==> config.mk <==
export PLATFORM = sky130hd
export DESIGN_NAME = pfb_queue
export DESIGN_NICKNAME = d
export VERILOG_FILES = /design/src/rtl/core/pfb_pkg.sv /design/src/rtl/core/pfb_queue.sv
export SDC_FILE = /design/constraint.sdc
export NUM_CORES = 1
export LEC_CHECK = 0
export BUFFER_PORTS_ARGS = -buffer_cell sky130_fd_sc_hd__buf_2
export CAP_MARGIN = 5
export CORE_MARGIN = 1
export CORE_UTILIZATION = 50
export DETAILED_ROUTE_END_ITERATION = 16
export HOLD_SLACK_MARGIN = 0.05
export PLACE_DENSITY = 0.74
export SETUP_SLACK_MARGIN = 0.3
export SLEW_MARGIN = 20
export SYNTH_ARGS = -nofsm -noshare
export SYNTH_HDL_FRONTEND = slang
export SYNTH_SLANG_ARGS = --single-unit
==> constraint.sdc <==
create_clock -name clk -period 2.9 [get_ports clk]
set_input_delay 0.29 -clock clk [delete_from_list [all_inputs] [get_ports clk]]
set_output_delay 0.29 -clock clk [all_outputs]
set_load 0.05 [all_outputs]
==> src/rtl/core/pfb_pkg.sv <==
// ----------------------------------------------------------------------------
// pfb_pkg: shared types and constants of the page framebuffer blit core
// Command and register codes, default screen size, and the operation word
// that travels from the front end to the memory back end.
// ----------------------------------------------------------------------------
package pfb_pkg;

  localparam int DEF_SCREEN_COLUMNS = 128;
  localparam int DEF_SCREEN_PAGES   = 8;
  localparam int QUEUE_DEPTH        = 4;

  typedef enum logic [1:0] {
    CMD_START = 2'd0,
    CMD_PIXEL = 2'd1,
    CMD_READ  = 2'd2,
    CMD_NONE  = 2'd3
  } cmd_t;

  typedef enum logic [1:0] {
    REG_DEST_COLUMN  = 2'd0,
    REG_DEST_ROW     = 2'd1,
    REG_IMAGE_WIDTH  = 2'd2,
    REG_IMAGE_HEIGHT = 2'd3
  } reg_idx_t;

  typedef enum logic [1:0] {
    OP_CLEAR = 2'd0,
    OP_DRAW  = 2'd1,
    OP_READ  = 2'd2,
    OP_ZERO  = 2'd3
  } op_kind_t;

  // Field widths cover the largest screen (256 columns, 16 pages).
  typedef struct packed {
    op_kind_t    kind;
    logic [7:0]  col_lo;   // clear: first column; draw/read: the column
    logic [8:0]  col_hi;   // clear: end column, exclusive
    logic [3:0]  pg_lo;    // clear: first page; draw: upper page; read: page
    logic [3:0]  pg_hi;    // clear: last page
    logic [2:0]  row_lo;   // clear: first row inside first page
    logic [2:0]  row_hi;   // clear: last row inside last page
    logic        en0;      // draw: OR data0 into upper page
    logic        en1;      // draw: OR data1 into the page below
    logic [7:0]  data0;
    logic [7:0]  data1;
  } op_t;

endpackage

==> src/rtl/core/pfb_queue.sv <==
// ----------------------------------------------------------------------------
// pfb_queue: short operation queue between front end and back end
// Register FIFO of operation words; the head is shown while not empty.
// ----------------------------------------------------------------------------
module pfb_queue import pfb_pkg::*; (
  input  logic clk,
  input  logic rst_n,
  input  logic push,
  input  op_t  push_op,
  output logic full,
  input  logic pop,
  output op_t  head,
  output logic empty
);

  localparam int PTR_W = $clog2(QUEUE_DEPTH);

  op_t              mem_r [QUEUE_DEPTH];
  logic [PTR_W-1:0] wr_ptr_r;
  logic [PTR_W-1:0] rd_ptr_r;
  logic [PTR_W:0]   count_r;

  assign full  = (count_r == (PTR_W+1)'(QUEUE_DEPTH));
  assign empty = (count_r == '0);
  assign head  = mem_r[rd_ptr_r];

  always_ff @(posedge clk) begin
    if (!rst_n) begin
      wr_ptr_r <= '0;
      rd_ptr_r <= '0;
      count_r  <= '0;
    end else begin
      if (push) begin
        wr_ptr_r <= wr_ptr_r + PTR_W'(1);
      end
      if (pop) begin
        rd_ptr_r <= rd_ptr_r + PTR_W'(1);
      end
      if (push && !pop) begin
        count_r <= count_r + (PTR_W+1)'(1);
      end else if (pop && !push) begin
        count_r <= count_r - (PTR_W+1)'(1);
      end
    end
  end

  always_ff @(posedge clk) begin
    if (push) begin
      mem_r[wr_ptr_r] <= push_op;
    end
  end

endmodule

==> flow_summary.ini, run 1 <==
[outcome]
status = finished, final reports clean

[synthesis]
syn_avg_cell_area_um2 = 25.4
synth_area_um2 = 7860
synth_fa_ha_area_share_pct = 1.05
ys_seq_area_share_pct = 80.2
synth-simple-area-share_pct = 1.16
yosys.cell_types.count = 22
ys_ff_latch = 213
muxShareOfSynthArea_pct = 14.9
yosysWarningCount = 0
synth_compound_area_share_pct = 0.159
synth_xor_area_share_pct = 0.557
syn_inst = 310
synthesis.nets = 371
synth_top_family_by_area = multiplexers

[layout]
nets = 555
area_growth_pct = 26.8
fin_util_pct = 65.4
mostFrequentLayoutCell = edfxtp_1
fillCellCount = 1029
multi_input_area_um2 = 1410
diodes = 0
drive_gt1_share_pct = 41.8
most-common-layout-cells = edfxtp_1 (204), buf_2 (107), dlygate4sd3_1 (51)
register_area_um2 = 6310

[routing]
firstDrtPassIters = 4
final_antenna_net_count = 0
drcViolationCount = 0
postRouteWirelength_um = 13600
vias = 3724
routedWlPerCell_um = 18.8
drt-initial-drc-count = 184
via_per_inst = 5.17

[clock_tree]
cts_sinks = 213
clk_pin_slew_ns = 0.06
clkLatencyLatePin_ns = 0.48
cts_resized = 0
cts_htree_levels = 1
clockBufferDepth = 3
cts_buffers = 22
cts_tree = built
cts-root-buf = clkbuf_16

[worst_setup_path]
worstRegToRegCells = 3
critical_path_class = reg -> out
rr_endpoint = mem_r[3][33]$_DFFE_PP_
r2r_setup_slack_ns = 1.18
crit_slowest_cell = dfxtp_2
cp-start-kind = register
worst-endpoint-required_ns = 2.61
reg2reg_from = wr_ptr_r[0]$_SDFFE_PN0P_
path_max_fanout = 19
arrival_ns = 2.10
cp.buffers_inverters = 2
cpLargestDelayFamily = buffers and inverters
critPathCaptureType = primary output
cp_num_cells = 3
worstSetupEndpoint = head[41]
crit_chain = buf_4, mux4_2, buf_2
cpPeakStageDelay_ns = 0.59

[placement]
hpwl_um = 8210
dp_slack_ns = 0.882
gp_congestion = 0.682
portBuffers = 107

[power_and_ir_drop]
total_power_w = 0.00760
ir_drop_v = 0.000446
p_leak_nw = 3.47
power_density_nw_per_um2 = 762

[floorplanning]
core_um2 = 15300
die_w_um = 127
die-area_um2 = 16200
pin_count = 108
die_h_um = 127
row_count = 45
start_util_pct = 51.5

[timing]
maxSlewViolCount = 0
rsz0062_at_grt = no
tns_ns = 0
clock_skew_ns = 0.00890
relSlewSlack_pct = 59.5
setup_viol = 0
worst_slack_ns = 0.506
post-route-min-period_ns = 2.39
finalCritPeriodShare_pct = 82.6
hold_viol = 0
clock.fmax_ghz = 0.418
worst_slew_pin_slew_ns = 0.607

[global_routing]
antenna_found_initial = 0
grt_max_degree = 32
grt_pass1_vias = 3986
grt_pass1_wl_um = 21100
grt_usage_pct = 17.2
grt_overflow = 0

[job]
cap_violations = 0

[hold_path]
hold_path_class = in -> reg
per-stage QoR:
step / cell area, µm² / hold WS, ns / instances
final: 9970 / 0.134 / 721
after CTS: 9960 / 0.115 / 720
after floorplan: 7860 / 0.389 / 310
after global routing: 9970 / 0.140 / 721
after detailed placement: 8660 / 0.507 / 629
after global placement: 8660 / 0.487 / 629
state kept, by name (all words and copies together), names as in the netlist, named ones only:
register / cells
count_r: 3
mem_r: 204
rd_ptr_r: 2
wr_ptr_r: 2
kinds of logic (layout without fill, tap and decap cells):
logic type / count (synthesis) / after routing
buf+inv: 16 / 216
compound gates: 2 / 2
fa+ha+maj: 6 / 6
simple gates: 15 / 15
flops: 213 / 213
xor+xnor: 5 / 5
mux: 53 / 53
layer usage:
metal  vias up  global-route usage (%)  routed length (µm)  share of wire (%)
li1       1682                       -                   -                  -
met1      1915                    23.5                5910                 43
met2        99                    28.3                6680                 49
met3        28                    3.48                 721                5.3
met4         0                    5.11                 278                2.0
met5         -                       0                   0                  0
worst min-delay path by stage:
stage	endpoint	startpoint	cells after the start	slack, ns
final	wr_ptr_r[0]$_SDFFE_PN0P_	rst_n	2	0.13
after global routing	count_r[1]$_SDFFE_PN0P_	rst_n	2	0.14
after CTS	wr_ptr_r[0]$_SDFFE_PN0P_	rst_n	2	0.12
after detailed placement	mem_r[0][6]$_DFFE_PP_	push_op[6]	1	0.51
after global placement	count_r[2]$_SDFFE_PN0P_	count_r[2]$_SDFFE_PN0P_	2	0.49
after floorplan	mem_r[0][0]$_DFFE_PP_	push_op[0]	0	0.39
cell type report:
cell class / instances / share of cell area [%]
clock buffer: 27 / 6.12
clock inverter: 13 / 1.81
inverter: 4 / 0.151
multi-input combinational: 81 / 14.1
sequential: 213 / 63.3
tap: 211 / 2.65
timing repair buffer: 172 / 11.9
synthesized netlist by cell type:
| library cell | count | area [µm²] |
|---|---|---|
| buf_1 | 1 | 3.75 |
| nor2b_1 | 2 | 12.5 |
| mux4_2 | 50 | 1130 |
| inv_1 | 4 | 15.0 |
| fa_1 | 1 | 20.0 |
| mux4_1 | 1 | 26.3 |
| buf_6 | 1 | 11.3 |
| edfxtp_1 | 204 | 6130 |
| dfxtp_1 | 9 | 180 |
| nand2_1 | 1 | 3.75 |
| xnor2_1 | 2 | 17.5 |
| buf_12 | 5 | 100 |
| nor3b_1 | 1 | 7.51 |
| o21ai_0 | 1 | 5.00 |
| or3_1 | 1 | 6.26 |
| a21boi_0 | 1 | 7.51 |
| buf_2 | 5 | 25.0 |
| and2_1 | 9 | 56.3 |
| ha_1 | 5 | 62.6 |
| xor2_1 | 3 | 26.3 |
| nor3_1 | 1 | 5.00 |
| mux2i_1 | 2 | 20.0 |
power by group:
part	total (W)	leakage [nW]	switching, W	internal (W)
Combinational	0.00106	1.13	0.000699	0.000359
Sequential	0.00359	1.95	0.0000553	0.00353
Clock	0.00296	0.387	0.00110	0.00186
timing repair:
| action | 4_1_cts | 5_1_grt |
|---|---|---|
| setup endpoints to repair | 0 | 3 |
| hold buffers | 51 | 0 |
| endpoints found under the hold margin | 204 | 0 |
| setup buffers | 0 | 1 |
Power figures use the tool's default switching activity.
==> inputs of run 2 (changes only) <==
Clock period 2.9 ns to 2.3 ns, I/O delays scaled along.
==> run 2 against run 1 <==
Compared with the run above: largest power group unchanged; highest routed layer is now met5; register-to-register slack got worse by 0.52 ns; sequential share of layout area shrank 1.7 points; setup slack got worse by 0.34 ns; non-clock buffer count grew 2.
==> flow_summary.ini, run 2 (synthesis results as in run 1) <==
[floorplanning]
die_w_um = 127
row_count = 45
pin_count = 108
die-area_um2 = 16200
core_um2 = 15300
start_util_pct = 51.5
die_h_um = 127

[global_routing]
grt_max_degree = 52
grt_pass1_vias = 3979
grt_usage_pct = 17.5
grt_pass1_wl_um = 21100
antenna_found_initial = 1
grt_overflow = 0

[worst_setup_path]
critical_path_class = reg -> out
cpPeakStageDelay_ns = 0.54
cp-start-kind = register
crit_slowest_cell = mux4_2
crit_chain = buf_12, clkbuf_16, mux4_2, buf_6
arrival_ns = 1.91
worst-endpoint-required_ns = 2.07
path_max_fanout = 6
cpLargestDelayFamily = multiplexers
cp.buffers_inverters = 3
critPathCaptureType = primary output

[layout]
largest_register_ffs = 204
diodes = 0
reg.largest.list = mem_r x204, count_r x3
top_register = mem_r
nets = 557
mostFrequentLayoutCell = edfxtp_1
area_growth_pct = 30.4
most-common-layout-cells = edfxtp_1 (204), buf_2 (56), dlygate4sd3_1 (52)
drive_gt1_share_pct = 39.8

[timing]
post-route-min-period_ns = 2.14
setup_viol = 0
hold_viol = 0
worst_slack_ns = 0.165
clock.fmax_ghz = 0.468
finalCritPeriodShare_pct = 92.8
clock_skew_ns = 0.0131
maxSlewViolCount = 0
rsz0062_at_grt = yes
tns_ns = 0
worst_slew_pin_slew_ns = 0.544
relSlewSlack_pct = 63.7

[routing]
firstDrtPassIters = 4
vias = 3758
drcViolationCount = 0
routedWlPerCell_um = 19.7
via_per_inst = 5.20
final_antenna_net_count = 0
postRouteWirelength_um = 14300
drt-initial-drc-count = 195

[clock_tree]
cts_buffers = 22
cts_htree_levels = 1
cts_tree = built
cts_sinks = 213
clk_pin_slew_ns = 0.06
clkLatencyLatePin_ns = 0.49
cts-root-buf = clkbuf_16
clockBufferDepth = 3

[placement]
hpwl_um = 7590
gp_congestion = 0.715
dp_slack_ns = 0.517
portBuffers = 107

[power_and_ir_drop]
p_comb_share_pct = 16.8
netSwitchingPower_w = 0.00232
seqPwrFrac_pct = 48.4
internal_power_w = 0.00701
p_leak_nw = 3.54
power_density_nw_per_um2 = 910
ir_drop_v = 0.000688
p_sw_share_pct = 24.9
clkPwrFrac_pct = 34.8

[job]
cap_violations = 0

[hold_path]
hold_path_class = in -> reg

[outcome]
status = finished, final reports clean
==> run 2: path summary, 6_finish.rpt <==
path | from | to | slack [ns] | cells past startpoint
worst max-delay path | register | head[49] | 0.16 | 4
worst min-delay path | push | wr_ptr_r[1]$_SDFFE_PN0P_ | 0.13 | 3
worst max register to register | wr_ptr_r[0]$_SDFFE_PN0P_ | mem_r[2][38]$_DFFE_PP_ | 0.66 | 4
worst min register to register | wr_ptr_r[1]$_SDFFE_PN0P_ | wr_ptr_r[1]$_SDFFE_PN0P_ | 0.57 | 2
==> run 2: final cells by class <==
| class | instances | area, µm² |
|---|---|---|
| clock buffer | 27 | 591 |
| clock inverter | 13 | 77.6 |
| fill | 981 | 5010 |
| inverter | 4 | 15.0 |
| multi-input combinational | 81 | 1410 |
| sequential | 213 | 6310 |
| tap | 211 | 264 |
| timing repair buffer | 174 | 1590 |
==> run 2: through the flow <==
stage                     instance area (µm²)  util (%)  instances  hold WS, ns  power (W)
after floorplan                          7870         -        310        0.329    0.00557
after global placement                   8690      56.9        625        0.439    0.00586
after detailed placement                 8690      56.9        625        0.443    0.00589
after CTS                               10200      66.9        721        0.114    0.00940
after global routing                    10300      67.2        723        0.124    0.00964
final                                   10300      67.2        723        0.128    0.00933
==> run 2: layer usage <==
| layer | share of wire [%] | GRT usage, % | wire length [µm] |
|---|---|---|---|
| met3 | 4.9 | 3.77 | 693 |
| met4 | 2.1 | 4.90 | 305 |
| met5 | 0.091 | 0 | 13 |
| met1 | 43 | 23.1 | 6070 |
| met2 | 50 | 29.6 | 7180 |
==> run 2: power by group through the flow <==
stage / Combinational (W) / Clock [W] / Sequential (W)
after floorplan: 0.000997 / 0 / 0.00457
after global placement: 0.00129 / 0 / 0.00457
after detailed placement: 0.00130 / 0 / 0.00459
after CTS: 0.00156 / 0.00332 / 0.00451
after global routing: 0.00164 / 0.00348 / 0.00453
final: 0.00157 / 0.00325 / 0.00451
==> run 2: tightest hold or removal path, stage by stage <==
cell     delay (ns)
buf_2          0.16
mux2i_1        0.09
nor2b_1        0.09
==> run 2: what timing repair did <==
action,CTS,global route
endpoints found under the hold margin,207,0
resized for setup,79,0
cloned,2,2
setup endpoints to repair,51,51
setup buffers,2,0
hold buffers,52,0
