## config.mk

```make
export PLATFORM = sky130hd
export DESIGN_NAME = pfb_front
export DESIGN_NICKNAME = d
export VERILOG_FILES = /design/src/rtl/core/pfb_pkg.sv /design/src/rtl/core/pfb_front.sv
export SDC_FILE = /design/constraint.sdc
export NUM_CORES = 1
export LEC_CHECK = 0
export BUFFER_PORTS_ARGS = -buffer_cell sky130_fd_sc_hd__buf_4
export CAP_MARGIN = 20
export CELL_PAD_IN_SITES_DETAIL_PLACEMENT = 1
export CELL_PAD_IN_SITES_GLOBAL_PLACEMENT = 2
export CORE_MARGIN = 2
export CORE_UTILIZATION = 35
export CTS_CLUSTER_DIAMETER = 150
export CTS_CLUSTER_SIZE = 25
export DETAILED_ROUTE_END_ITERATION = 8
export PLACE_DENSITY = 0.91
export SYNTH_ARGS = -nofsm -noshare
export SYNTH_HDL_FRONTEND = slang
export SYNTH_SLANG_ARGS = --single-unit
```

## constraint.sdc

```tcl
create_clock -name clk -period 8.09 [get_ports clk]
set_input_delay 1.618 -clock clk [delete_from_list [all_inputs] [get_ports clk]]
set_output_delay 1.618 -clock clk [all_outputs]
set_load 0.01 [all_outputs]
```

## src/rtl/core/pfb_pkg.sv

```systemverilog
// ----------------------------------------------------------------------------
// pfb_pkg: shared types and constants of the page framebuffer blit core
// Command and register codes, default screen size, and the operation word
// that travels from the front end to the memory back end.
// ----------------------------------------------------------------------------
package pfb_pkg;

  localparam int DEF_SCREEN_COLUMNS = 128;
  localparam int DEF_SCREEN_PAGES   = 8;
  localparam int QUEUE_DEPTH        = 4;

  typedef enum logic [1:0] {
    CMD_START = 2'd0,
    CMD_PIXEL = 2'd1,
    CMD_READ  = 2'd2,
    CMD_NONE  = 2'd3
  } cmd_t;

  typedef enum logic [1:0] {
    REG_DEST_COLUMN  = 2'd0,
    REG_DEST_ROW     = 2'd1,
    REG_IMAGE_WIDTH  = 2'd2,
    REG_IMAGE_HEIGHT = 2'd3
  } reg_idx_t;

  typedef enum logic [1:0] {
    OP_CLEAR = 2'd0,
    OP_DRAW  = 2'd1,
    OP_READ  = 2'd2,
    OP_ZERO  = 2'd3
  } op_kind_t;

  // Field widths cover the largest screen (256 columns, 16 pages).
  typedef struct packed {
    op_kind_t    kind;
    logic [7:0]  col_lo;   // clear: first column; draw/read: the column
    logic [8:0]  col_hi;   // clear: end column, exclusive
    logic [3:0]  pg_lo;    // clear: first page; draw: upper page; read: page
    logic [3:0]  pg_hi;    // clear: last page
    logic [2:0]  row_lo;   // clear: first row inside first page
    logic [2:0]  row_hi;   // clear: last row inside last page
    logic        en0;      // draw: OR data0 into upper page
    logic        en1;      // draw: OR data1 into the page below
    logic [7:0]  data0;
    logic [7:0]  data1;
  } op_t;

endpackage

```

## src/rtl/core/pfb_front.sv

```systemverilog
// ----------------------------------------------------------------------------
// pfb_front: command front end
// Holds the configuration registers and the image stream counters, clips
// each command against the screen and queues the memory work it needs.
// ----------------------------------------------------------------------------
module pfb_front import pfb_pkg::*; #(
  parameter int SCREEN_COLUMNS = DEF_SCREEN_COLUMNS,
  parameter int SCREEN_PAGES   = DEF_SCREEN_PAGES
) (
  input  logic       clk,
  input  logic       rst_n,
  input  logic       in_valid,
  output logic       in_stall,
  input  logic [1:0] in_command,
  input  logic [7:0] in_pixel_byte,
  input  logic [2:0] in_read_page,
  input  logic [6:0] in_read_column,
  input  logic       cfg_valid,
  output logic       cfg_ready,
  input  logic [1:0] cfg_index,
  input  logic [7:0] cfg_data,
  input  logic       init_done,
  input  logic       q_full,
  output logic       q_push,
  output op_t        q_op
);

  localparam logic [8:0]        COLS9    = 9'(SCREEN_COLUMNS);
  localparam logic [4:0]        PAGES5   = 5'(SCREEN_PAGES);
  localparam logic signed [9:0] PAGES10  = 10'(SCREEN_PAGES);
  localparam logic signed [9:0] ROWS10   = 10'(8 * SCREEN_PAGES);

  logic              [7:0] dest_column_r;
  logic              [7:0] dest_row_r;
  logic              [7:0] image_width_r;
  logic              [6:0] image_height_r;
  logic              [3:0] row_cnt_r, row_cnt_nxt;
  logic              [7:0] col_cnt_r, col_cnt_nxt;
  logic                    active_r, active_nxt;

  logic                    accept;
  logic signed [9:0]       y10, ht10, vis10, top10, h10, end10, end_clip10, last10;
  logic                    y_neg, drawable;
  logic        [7:0]       pc_sum;
  logic        [4:0]       pc5;
  logic        [8:0]       col_end9, col_end_clip9;
  logic signed [9:0]       base10, pg10, pg1_10, vis_pg10, limpg10;
  logic        [15:0]      wide;
  logic        [8:0]       col9;
  logic                    col_ok, in_range, en0, en1;

  assign cfg_ready = 1'b1;
  assign in_stall  = !init_done || q_full;
  assign accept    = in_valid && !in_stall;

  // Geometry shared by start and image byte commands.
  always_comb begin
    y10      = {{2{dest_row_r[7]}}, dest_row_r};
    y_neg    = dest_row_r[7];
    ht10     = {3'b000, image_height_r};
    vis10    = ht10 + y10;
    pc_sum   = {1'b0, image_height_r} + 8'd7;
    pc5      = pc_sum[7:3];

    drawable = ({1'b0, dest_column_r} < COLS9) && (y10 < ROWS10)
               && (!y_neg || (!vis10[9] && vis10 != '0));
    top10      = y_neg ? '0 : y10;
    h10        = y_neg ? vis10 : ht10;
    end10      = top10 + h10;
    end_clip10 = (end10 > ROWS10) ? ROWS10 : end10;
    last10     = end_clip10 - 10'sd1;
    col_end9      = {1'b0, dest_column_r} + {1'b0, image_width_r};
    col_end_clip9 = (col_end9 > COLS9) ? COLS9 : col_end9;

    // Rows below the last visible image page are dropped for a clipped top.
    vis_pg10 = (vis10 + 10'sd7) >>> 3;
    if (!y_neg) begin
      limpg10 = PAGES10;
    end else if (vis10[9] || vis10 == '0) begin
      limpg10 = '0;
    end else if (vis_pg10 > PAGES10) begin
      limpg10 = PAGES10;
    end else begin
      limpg10 = vis_pg10;
    end

    base10   = y10 + {3'b000, row_cnt_r, 3'b000};
    pg10     = base10 >>> 3;
    pg1_10   = pg10 + 10'sd1;
    wide     = {8'h00, in_pixel_byte} << base10[2:0];
    col9     = {1'b0, dest_column_r} + {1'b0, col_cnt_r};
    col_ok   = col9 < COLS9;
    in_range = (col_cnt_r < image_width_r) && ({1'b0, row_cnt_r} < pc5);
    en0      = !pg10[9] && (pg10 < limpg10) && col_ok && (wide[7:0] != '0);
    en1      = !pg1_10[9] && (pg1_10 < limpg10) && col_ok && (wide[15:8] != '0);
  end

  always_comb begin
    q_push      = 1'b0;
    q_op        = '0;
    q_op.kind   = OP_ZERO;
    active_nxt  = active_r;
    row_cnt_nxt = row_cnt_r;
    col_cnt_nxt = col_cnt_r;
    unique case (cmd_t'(in_command))
      CMD_START: begin
        row_cnt_nxt  = '0;
        col_cnt_nxt  = '0;
        active_nxt   = drawable && image_width_r != '0 && image_height_r != '0;
        q_push       = drawable && image_width_r != '0;
        q_op.kind    = OP_CLEAR;
        q_op.col_lo  = dest_column_r;
        q_op.col_hi  = col_end_clip9;
        q_op.pg_lo   = top10[6:3];
        q_op.row_lo  = top10[2:0];
        q_op.pg_hi   = last10[6:3];
        q_op.row_hi  = last10[2:0];
      end
      CMD_PIXEL: begin
        q_op.kind   = OP_DRAW;
        q_op.col_lo = col9[7:0];
        q_op.pg_lo  = pg10[3:0];
        q_op.en0    = en0;
        q_op.en1    = en1;
        q_op.data0  = wide[7:0];
        q_op.data1  = wide[15:8];
        if (active_r) begin
          if (!in_range) begin
            active_nxt  = 1'b0;
            row_cnt_nxt = '0;
            col_cnt_nxt = '0;
          end else begin
            q_push = en0 || en1;
            if ({1'b0, col_cnt_r} + 9'd1 >= {1'b0, image_width_r}) begin
              if ({1'b0, row_cnt_r} + 5'd1 >= pc5) begin
                active_nxt  = 1'b0;
                row_cnt_nxt = '0;
                col_cnt_nxt = '0;
              end else begin
                col_cnt_nxt = '0;
                row_cnt_nxt = row_cnt_r + 4'd1;
              end
            end else begin
              col_cnt_nxt = col_cnt_r + 8'd1;
            end
          end
        end
      end
      CMD_READ: begin
        q_push      = 1'b1;
        q_op.col_lo = {1'b0, in_read_column};
        q_op.pg_lo  = {1'b0, in_read_page};
        if ({2'b00, in_read_page} < PAGES5 && {2'b00, in_read_column} < COLS9) begin
          q_op.kind = OP_READ;
        end else begin
          q_op.kind = OP_ZERO;
        end
      end
      CMD_NONE: begin
        q_push = 1'b0;
      end
    endcase
    q_push = q_push && accept;
  end

  always_ff @(posedge clk) begin
    if (!rst_n) begin
      active_r  <= 1'b0;
      row_cnt_r <= '0;
      col_cnt_r <= '0;
    end else if (accept) begin
      active_r  <= active_nxt;
      row_cnt_r <= row_cnt_nxt;
      col_cnt_r <= col_cnt_nxt;
    end
  end

  always_ff @(posedge clk) begin
    if (!rst_n) begin
      dest_column_r  <= 8'd0;
      dest_row_r     <= 8'd0;
      image_width_r  <= 8'd0;
      image_height_r <= 7'd8;
    end else if (cfg_valid) begin
      unique case (reg_idx_t'(cfg_index))
        REG_DEST_COLUMN:  dest_column_r  <= cfg_data;
        REG_DEST_ROW:     dest_row_r     <= cfg_data;
        REG_IMAGE_WIDTH:  image_width_r  <= cfg_data;
        REG_IMAGE_HEIGHT: image_height_r <= cfg_data[6:0];
      endcase
    end
  end

endmodule

```

==> reports/metrics.cfg <==
[final_layout]
layout.cells.non_filler=1003
final_common_cell=buf_4
synthToLayoutAreaGrowth_pct=17.4
mostFrequentLayoutCells=buf_4 (87), ha_1 (77), nor2b_1 (50), mux2i_1 (50), nor2_1 (47)
nFillCells=1978
finalNetCount=904
diodes=0
drive_gt1_frac=0.160

[logic_synthesis]
synth_edf_count=0
syn_inst=714
synthArstFlopShare=0
syn_avg_cell_area_um2=7.96
yosys_warnings=0
ys_ff_latch=44
synth.cell_area_um2=5680
synth.distinct_cells=73
seq_area_frac_synth=0.155
synth_top_flop_cell=dfxtp_1

[power_and_ir_drop]
internal-power_mw=0.456
fin_total_pwr_mw=0.675
comb_power_share=0.290
p_leak_nw=3.05
p_switching_mw=0.218
p_clk_frac=0.361
ir_drop_mv=0.0903
p_sw_frac=0.324
seqPwrFrac=0.349
power_density_nw_per_um2=101

[hold_path]
min_from=active_r
min_path_cells=1
hold_path_class=flip-flop to flip-flop
min_to=active_r

[grt]
grtUsageTotal=0.214
grt_pass1_vias=6042
grt_max_degree=44
grt_first_pass_wirelength_um=30400
grt_antenna_before_repair=0
grt_overflow=0

[worst_setup_path]
ff2ff_setup_slack_ns=4.14
startpoint_type=flip-flop
r2r-start=dest_row_r[2]
worstPathMaxFanout=23
cp_slowest_cell=dfxtp_1
cp_num_buf_inv=1
cpPeakStageDelay_ns=0.85
critPathRequiredTime_ns=6.47
critPathArrivalTime_ns=5.44
reg2reg_to=active_r
end_kind=primary output
path_cells=ha_1, a21oi_1, a21boi_0, o31ai_1, nand2b_1, a21oi_1, ha_1, nor4b_1, a311oi_1, nand3_1, o21ai_0, a21boi_0, ha_1, a21o_1, a21oi_1, o211ai_1, a21oi_1, o211ai_1, nor2b_2, o32ai_2, buf_4
rr_worst_depth=13
crit_top_cell=a21oi_1
worst-setup-path-type=flip-flop to primary output
crit_family=compound AO/OA/AOI/OAI gates

[routing]
drt_iter0_markers=227
drtAntennaViolNets=0
firstDrtPassIters=4
vias=5615
routedWlPerCell_um=18.6
vias_per_cell=5.60
routed_wl_um=18600
drc=0

[timing]
fmax_ghz=0.142
post-route-period-util=0.873
hold_viol_final=0
worst_clock_skew_ns=0.00726
worst_pin_slew_ns=1.01
rsz0062_at_grt=false
setup_tns_ns=0
slew_viol_final=0
setup_viol=0
setup_ws_ns=1.03
maxSlewHeadroom=0.323
min_period_ns=7.06

[placement]
dp_hpwl_um=15000
io_buffers=86
placed_cells=995
place_congestion=0.853
pre_cts_slack_ns=1.40

[clocking]
ctsHoldBuffers=0
numCtsBuffers=5
h-tree-depth=2
root_buffer=clkbuf_16
clk_latency_ns=0.29
cts_buffer_depth=2
post_cts_buffers=0
tritoncts=yes
clock_sinks=44
clk_pin_slew_ns=0.07
cts_resized=0

[die]
row_count=46
die_x_um=131
initial_core_util=0.358
dieArea_um2=17300
core_area_um2=15900
die_h_um=131
pin_count=90

[outcome]
status=complete, no violations

[flow_run]
cap_violations=0

per-stage QoR:
stage	utilization	hold WS [ns]	instance area, um2
after detailed placement	0.409	0.533	6500
after global placement	0.409	0.526	6500
after global routing	0.420	0.578	6670
after CTS	0.420	0.553	6670
final	0.420	0.560	6670
after floorplan	-	0.494	5710
final cells by class:
class                           count  area, um2  area share
Sequential cell                    44        881       0.132
Clock buffer                        5        125      0.0188
Inverter                           36        135      0.0203
Multi-Input combinational cell    612       4560       0.684
Clock inverter                      3       46.3     0.00694
Tap cell                          216        270      0.0405
Timing Repair Buffer               87        653      0.0979
state kept, by name, indices dropped and copies added, names as in the netlist:
register and cells:
col_cnt_r 8, dest_column_r 8, dest_row_r 8, image_width_r 8
image_height_r 7, row_cnt_r 4, active_r 1
cell families after synthesis:
| logic type | count (synthesis) | synth area share |
|---|---|---|
| AND/OR/NAND/NOR | 259 | 0.242 |
| AO/OA/AOI/OAI | 165 | 0.197 |
| adder cells (fa/ha/maj) | 82 | 0.187 |
| buffers and inverters | 65 | 0.0467 |
| multiplexers | 63 | 0.116 |
| flip-flops | 44 | 0.155 |
| XOR/XNOR | 34 | 0.0548 |
| other | 2 | 0.00132 |
layer usage:
layer  track usage  part of all wire  vias to the layer above
met5             0                 0                        -
met4        0.0791             0.033                        0
met3        0.0185             0.018                       37
met2         0.409              0.52                       80
met1         0.245              0.42                     2772
li1              -                 -                     2726
power by group through the flow:
stage	logic [mW]	registers [mW]	clock network, mW
floorplan	0.130	0.232	0
global placement	0.186	0.239	0
detailed placement	0.194	0.240	0
CTS	0.196	0.235	0.247
global route	0.215	0.236	0.253
finish	0.196	0.235	0.244
worst register-to-register path: stages (launching register included):
cell,delay (ns)
dfxtp_1,0.85
ha_1,0.44
a21oi_1,0.19
a21boi_0,0.14
o31ai_1,0.38
nand2b_1,0.10
a21oi_1,0.16
ha_1,0.29
nor4b_1,0.17
a311oi_1,0.36
nand3_1,0.20
a41o_1,0.30
nor3_1,0.19
a31o_2,0.12
cell usage after synthesis, drive strengths merged (3+ instances only):
| cell type | n | area, um2 |
|---|---|---|
| ha | 77 | 963 |
| mux2i | 52 | 537 |
| nor2b | 51 | 322 |
| nor2 | 47 | 176 |
| nand2 | 45 | 169 |
| dfxtp | 44 | 881 |
| o21ai | 38 | 190 |
| a21oi | 35 | 175 |
| inv | 35 | 131 |
| nand3 | 25 | 125 |
| clkbuf | 22 | 82.6 |
| nor3 | 21 | 105 |
| xnor2 | 18 | 158 |
| xor2 | 15 | 131 |
| a21boi | 11 | 82.6 |
| and2 | 11 | 68.8 |
| mux2 | 11 | 124 |
| a21o | 10 | 75.1 |
| nand2b | 10 | 62.6 |
| nor4 | 9 | 62.6 |
| or2 | 9 | 56.3 |
| buf | 7 | 47.5 |
| o22ai | 7 | 43.8 |
| a211oi | 6 | 50.1 |
| o211ai | 6 | 45.0 |
| o21a | 6 | 45.0 |
| a31oi | 5 | 31.3 |
| and3 | 5 | 31.3 |
| fa | 5 | 100 |
| nand3b | 5 | 37.5 |
| nor3b | 5 | 37.5 |
| nand4 | 4 | 25.0 |
| o21bai | 4 | 30.0 |
| o31a | 4 | 35.0 |
| o31ai | 4 | 40.0 |
| or3 | 4 | 25.0 |
| a31o | 3 | 26.3 |
| and4 | 3 | 26.3 |
| nor4b | 3 | 26.3 |
| o211a | 3 | 30.0 |
how the worst max path moves through the flow:
stage / start / to / slack (ns) / cells after the start
4_1_cts: dest_row_r[0] / q_op[25] / 1.08 / 19
3_3_place_gp: dest_row_r[2] / q_push / 1.55 / 21
5_1_grt: dest_row_r[2] / q_push / 0.44 / 21
2_1_floorplan: image_height_r[0] / q_op[27] / 2.49 / 18
6_report: dest_row_r[2] / q_push / 1.03 / 21
3_5_place_dp: dest_row_r[0] / q_op[25] / 1.40 / 19
(Power assumes the default switching activity.)
